`src/hw/rtl/grs_pkg.sv`:
```
// Package for the group reversal stream block.
// Holds widths, depths and the command/status structs shared by the
// controller and the datapath. Depends on nothing.
package grs_pkg;

  localparam int DATA_WIDTH = 32;
  localparam int MAX_GROUP  = 16;
  localparam int ADDR_W     = (MAX_GROUP > 1) ? $clog2(MAX_GROUP) : 1;
  localparam int CNT_W      = $clog2(MAX_GROUP + 1);
  localparam int CFG_W      = 5;

  typedef struct packed {
    logic write;
    logic load;
    logic drop;
  } cmd_t;

  typedef struct packed {
    logic flush;
    logic rd_zero;
    logic out_valid;
  } status_t;

endpackage

```
`src/hw/rtl/grs_ctrl.sv`:
```
// Controller for the group reversal stream block.
// Sequences fill and drain of the group store. Depends on grs_pkg.
module grs_ctrl (
  input  logic             clk,
  input  logic             rst,
  input  logic             in_valid,
  output logic             in_ready,
  input  logic             out_ready,
  input  grs_pkg::status_t st,
  output grs_pkg::cmd_t    cmd
);

  localparam logic S_FILL  = 1'b0;
  localparam logic S_DRAIN = 1'b1;

  logic state;
  logic state_next;

  assign in_ready  = (state == S_FILL);
  assign cmd.write = in_valid && in_ready;
  assign cmd.load  = (state == S_DRAIN) && (!st.out_valid || out_ready);
  assign cmd.drop  = st.out_valid && out_ready && !cmd.load;

  always_comb begin
    state_next = state;
    unique case (state)
      S_FILL: begin
        if (cmd.write && st.flush) state_next = S_DRAIN;
      end
      S_DRAIN: begin
        if (cmd.load && st.rd_zero) state_next = S_FILL;
      end
      default: state_next = S_FILL;
    endcase
  end

  always_ff @(posedge clk) begin
    if (rst) begin
      state <= S_FILL;
    end else begin
      state <= state_next;
    end
  end

endmodule

```
`src/hw/rtl/grs_datapath.sv`:
```
// Datapath for the group reversal stream block.
// Holds the group store, fill and read counters, the size register and the
// output word register. Depends on grs_pkg.
module grs_datapath (
  input  logic                                  clk,
  input  logic                                  rst,
  input  logic                                  cfg_we,
  input  logic [grs_pkg::CFG_W-1:0]             cfg_wdata,
  input  logic signed [grs_pkg::DATA_WIDTH-1:0] item_value,
  input  logic                                  list_end,
  input  grs_pkg::cmd_t                         cmd,
  output grs_pkg::status_t                      st,
  output logic                                  out_valid,
  output logic signed [grs_pkg::DATA_WIDTH-1:0] out_value,
  output logic                                  group_last,
  output logic                                  list_last
);

  logic signed [grs_pkg::DATA_WIDTH-1:0] store [grs_pkg::MAX_GROUP];
  logic [grs_pkg::CFG_W-1:0]  group_size;
  logic [grs_pkg::CNT_W-1:0]  fill_count;
  logic [grs_pkg::CNT_W-1:0]  count_inc;
  logic [grs_pkg::CNT_W-1:0]  eff_size;
  logic [grs_pkg::ADDR_W-1:0] rd_ptr;
  logic                       end_flag;

  always_comb begin
    if (group_size == '0) begin
      eff_size = grs_pkg::CNT_W'(1);
    end else if ({{grs_pkg::CNT_W{1'b0}}, group_size} >
                 (grs_pkg::CNT_W + grs_pkg::CFG_W)'(grs_pkg::MAX_GROUP)) begin
      eff_size = grs_pkg::CNT_W'(grs_pkg::MAX_GROUP);
    end else begin
      eff_size = grs_pkg::CNT_W'(group_size);
    end
  end

  assign count_inc    = fill_count + grs_pkg::CNT_W'(1);
  assign st.flush     = (count_inc >= eff_size) || list_end;
  assign st.rd_zero   = (rd_ptr == '0);
  assign st.out_valid = out_valid;

  always_ff @(posedge clk) begin
    if (cmd.write) begin
      store[fill_count[grs_pkg::ADDR_W-1:0]] <= item_value;
    end
    if (cmd.load) begin
      out_value  <= store[rd_ptr];
      group_last <= (rd_ptr == '0);
      list_last  <= (rd_ptr == '0) && end_flag;
    end
  end

  always_ff @(posedge clk) begin
    if (cmd.write && st.flush) begin
      rd_ptr   <= fill_count[grs_pkg::ADDR_W-1:0];
      end_flag <= list_end;
    end else if (cmd.load) begin
      rd_ptr <= rd_ptr - grs_pkg::ADDR_W'(1);
    end
  end

  always_ff @(posedge clk) begin
    if (rst) begin
      group_size <= grs_pkg::CFG_W'(1);
      fill_count <= '0;
      out_valid  <= 1'b0;
    end else begin
      if (cfg_we) group_size <= cfg_wdata;
      if (cmd.write) fill_count <= st.flush ? '0 : count_inc;
      if (cmd.load) begin
        out_valid <= 1'b1;
      end else if (cmd.drop) begin
        out_valid <= 1'b0;
      end
    end
  end

endmodule

```
`src/hw/rtl/group_reverse_stream.sv`:
```
// Top level of the group reversal stream block.
// Joins grs_ctrl and grs_datapath. Depends on grs_pkg.
//
// Words are collected into a 16-entry store until group_size words have
// arrived or a word marked list_end is taken; the group is then sent out
// newest first, one word a cycle when out_ready allows. Input is held off
// while a group drains, as the one store holds the group through both
// phases. A group_size of 0 acts as 1 and one above 16 acts as 16; write
// the size only while the block is idle.
module group_reverse_stream (
  input  logic                                  clk,
  input  logic                                  rst,
  input  logic                                  cfg_we,
  input  logic [grs_pkg::CFG_W-1:0]             cfg_wdata,
  input  logic                                  in_valid,
  output logic                                  in_ready,
  input  logic signed [grs_pkg::DATA_WIDTH-1:0] item_value,
  input  logic                                  list_end,
  output logic                                  out_valid,
  input  logic                                  out_ready,
  output logic signed [grs_pkg::DATA_WIDTH-1:0] out_value,
  output logic                                  group_last,
  output logic                                  list_last
);

  grs_pkg::cmd_t    cmd;
  grs_pkg::status_t st;

  grs_ctrl u_ctrl (
    .clk       (clk),
    .rst       (rst),
    .in_valid  (in_valid),
    .in_ready  (in_ready),
    .out_ready (out_ready),
    .st        (st),
    .cmd       (cmd)
  );

  grs_datapath u_dp (
    .clk        (clk),
    .rst        (rst),
    .cfg_we     (cfg_we),
    .cfg_wdata  (cfg_wdata),
    .item_value (item_value),
    .list_end   (list_end),
    .cmd        (cmd),
    .st         (st),
    .out_valid  (out_valid),
    .out_value  (out_value),
    .group_last (group_last),
    .list_last  (list_last)
  );

endmodule

```
`config.mk`:
```
export PLATFORM = sky130hd
export DESIGN_NAME = group_reverse_stream
export DESIGN_NICKNAME = d
export VERILOG_FILES = /design/src/hw/rtl/grs_pkg.sv /design/src/hw/rtl/grs_ctrl.sv /design/src/hw/rtl/grs_datapath.sv /design/src/hw/rtl/group_reverse_stream.sv
export SDC_FILE = /design/constraint.sdc
export NUM_CORES = 1
export LEC_CHECK = 0
export BUFFER_PORTS_ARGS = -buffer_cell sky130_fd_sc_hd__buf_2
export CAP_MARGIN = 10
export CORE_MARGIN = 4
export CORE_UTILIZATION = 50
export DETAILED_ROUTE_END_ITERATION = 12
export GPL_TIMING_DRIVEN = 0
export HOLD_SLACK_MARGIN = 0.1
export PLACE_DENSITY = 0.75
export SLEW_MARGIN = 0
export SYNTH_ARGS = -nofsm -noshare
export SYNTH_HDL_FRONTEND = slang
export SYNTH_SLANG_ARGS = --single-unit
```
`constraint.sdc`:
```
create_clock -name clk -period 6.24 [get_ports clk]
set_input_delay 0.624 -clock clk [delete_from_list [all_inputs] [get_ports clk]]
set_output_delay 0.624 -clock clk [all_outputs]
set_load 0.05 [all_outputs]
```
==> out/results.txt <==
Status -> completed
Leak Pwr -> 8.372 nW
CP Launch Point -> u_dp.fill_count[2]$_SDFFE_PP0P_
Sink Count -> 563
Hold Path Class -> in2reg
Clock Skew -> 0.01899 ns
Clock transition at path regs -> 0.06 ns
Top cells by area, synth -> edfxtp_1, mux4_2, mux2i_1
GR Overflow Total -> 0
Number of gates resized after cts -> 0
GPL Wtd Cong -> 0.7470
Slowest cell delay on critical path -> 0.46 ns
Clock Latency Late Sink -> 0.59 ns
Share of layout cells above drive strength 1 -> 24.75%
Root Buffer -> clkbuf_16
Crit path time final -> 2.704 ns
Critical path's slowest cell -> clkbuf_1
CP top delay family -> buffers and inverters
DPL Wire Length -> 29520 microns
Largest net degree at the start of global routing -> 19
Final setup margin -> 3.536 ns
Pre-CTS WS -> 3.488 ns
Post-CTS Setup Inserts -> 0
CTS tree -> done
Final hold violation count -> 0
1st-pass router iterations -> 5
Yosys warns -> 0
Antenna violations before repair -> 3
End of the worst register-to-register path -> u_dp.rd_ptr[3]$_DFFE_PP_
CP Max Fanout -> 10
Layout net count -> 1287
Pins Over Slew Limit -> 0
WP buf/inv -> 2
Initial DRC count -> 1091
Distinct cells, synth -> 36
Vias in the first global route -> 11140
Average wire per standard cell -> 24.66 microns
Hold path start -> cfg_wdata[0]
Number of enable flip-flop cells after synthesis -> 551
Top cell type's share of synthesized area -> 76.18%
CP Depth -> 8
Final cycle utilization of the critical path -> 43.34%
Port Buffer Count -> 77
Max Cap Viol -> 0
Residual DRC -> 0
Rows -> 76
First-pass GRT wire length -> 69230 microns
WP data arrival -> 3.01 ns
Initial Util -> 50.54%
Syn Inst Count -> 1073
Seq cells post-synth -> 563
Critical Path End -> u_dp.rd_ptr[3]$_DFFE_PP_
CP Class -> reg2reg
Flop2flop setup slack -> 3.54 ns
Core Area -> 0.04298 sq mm
Max Root-Sink Buffers -> 3
Max Freq -> 0.3698 GHz
Layout Area Growth over Synthesis -> 15.75%
Syn Area/Cell -> 20.24 sq um
Mapped cell area -> 0.02172 sq mm
Crit-path cells -> clkbuf_1 -> xor2_1 -> ha_1 -> o21ai_0 -> a21o_1 -> a21oi_1 -> buf_2 -> or2_2
Routed vias -> 10840
Worst flop-to-flop path startpoint -> u_dp.fill_count[2]$_SDFFE_PP0P_
Cell type with the largest total area after synthesis -> edfxtp_1
Die Span Y -> 216.4 microns
Cts bufs inserted -> 55
Most common cell after layout, fill and taps aside -> edfxtp_1
Post-CTS Hold Fix Bufs -> 0
DR vias/cell -> 5.817
Syn_nets -> 1126
PD cells -> 377.9 mW/mm^2
R2R cell count -> 8
Setup TNS Final -> 0 ns
Die Wd -> 216.4 microns
VDD IR max -> 242.1 uV
GR Util All Layers -> 19.65%
Slew @ Worst Pin -> 0.9917 ns
ANT nets after route -> 0
Worst endpoint required time -> 6.54 ns
CTS H-tree depth -> 2
Area of the die -> 0.04684 sq mm
CP Capture Type -> register
Final Routed Wirelength -> 45960 microns
Pwr Total -> 9.502 mW
Commonest non-fill, non-tap cells in the layout -> edfxtp_1, mux2i_1, buf_2
CP Launch Type -> register
IO Pins -> 79
RSZ-0062 raised after global routing -> no
Main synth FF type -> edfxtp_1
Final setup vio count -> 0
Post-synthesis sequential area ratio -> 77.28%
Ys async rst share -> 0%
Slew margin rel. -> 33.88%
-- layout make-up --
class	count	area (sq um)
clock buffers	70	1475
inverters	8	30.03
clock inverters	30	241.5
well taps	585	732.0
repair buffers	104	855.8
fillers	3125	17840
multi-input cells	444	4648
plain buffers	58	367.9
flip-flops and latches	563	16790
diodes	2	5.005
-- cells in the mapped netlist, types with 3 or more instances --
cell type / n
buf_4: 5
inv_1: 8
buf_6: 14
nor3_1: 12
buf_2: 12
mux2i_1: 134
xor2_1: 3
edfxtp_1: 551
a221oi_1: 44
nand2b_1: 3
clkbuf_1: 24
nor2_1: 53
a21oi_1: 4
o21ai_1: 32
ha_1: 10
dfxtp_1: 12
xnor2_1: 6
a221oi_2: 20
nand2_1: 9
mux4_2: 64
a22oi_1: 32
-- worst min-delay path by stage --
stage | cells after the start | endpoint | slack [ns]
after floorplan | 2 | u_dp.group_size[4]$_SDFFE_PP0P_ | 0.48
after global placement | 2 | u_dp.out_valid$_SDFFE_PP0P_ | 0.50
after detailed placement | 1 | u_dp.list_last$_DFFE_PP_ | 0.52
after CTS | 2 | u_dp.group_size[0]$_SDFFE_PP1P_ | 0.21
after global routing | 2 | u_dp.group_size[0]$_SDFFE_PP1P_ | 0.22
final | 2 | u_dp.group_size[0]$_SDFFE_PP1P_ | 0.23
-- power breakdown --
group / internal (mW) / leakage, nW / switching [mW]
combinational: 0.721 / 2.45 / 1.27
clock: 1.83 / 0.836 / 1.34
sequential: 4.31 / 5.08 / 0.0297
total: 6.86 / 8.37 / 2.64
-- logic make-up after synthesis --
logic type	synth area share [%]
DFF	77.28
muxes	12.91
AOI/OAI and AO/OA	5.294
and+or+nand+nor	1.740
buffers and inverters	1.832
adders and majority gates	0.5760
xor gates and xnor gates	0.3629
-- layer usage --
| layer | vias to the layer above | GRT usage (%) | part of all wire (%) |
|---|---|---|---|
| met5 | - | 0 | 0.028 |
| met4 | 2 | 5.313 | 2.2 |
| met3 | 67 | 3.842 | 6.0 |
| met2 | 373 | 32.63 | 50 |
| met1 | 5640 | 27.03 | 41 |
| li1 | 4760 | - | - |
-- registers in the layout (all words and copies together), names as in the netlist --
name             count
u_dp.group_last      1
u_ctrl.state         1
u_dp.list_last       1
u_dp.fill_count      5
u_dp.out_value      32
u_dp.end_flag        1
u_dp.rd_ptr          4
u_dp.out_valid       1
u_dp.store         512
u_dp.group_size      5
-- stage by stage --
| step | hold WS, ns | utilization [%] | area, sq um | instances |
|---|---|---|---|---|
| after floorplan | 0.4837 | - | 21720 | 1073 |
| after global placement | 0.4964 | 53.14 | 22840 | 1735 |
| after detailed placement | 0.5202 | 54.49 | 23420 | 1762 |
| after CTS | 0.2101 | 58.48 | 25140 | 1862 |
| after global routing | 0.2243 | 58.49 | 25140 | 1864 |
| final | 0.2321 | 58.49 | 25140 | 1864 |
Note: power is estimated with default switching activity, not from simulation.
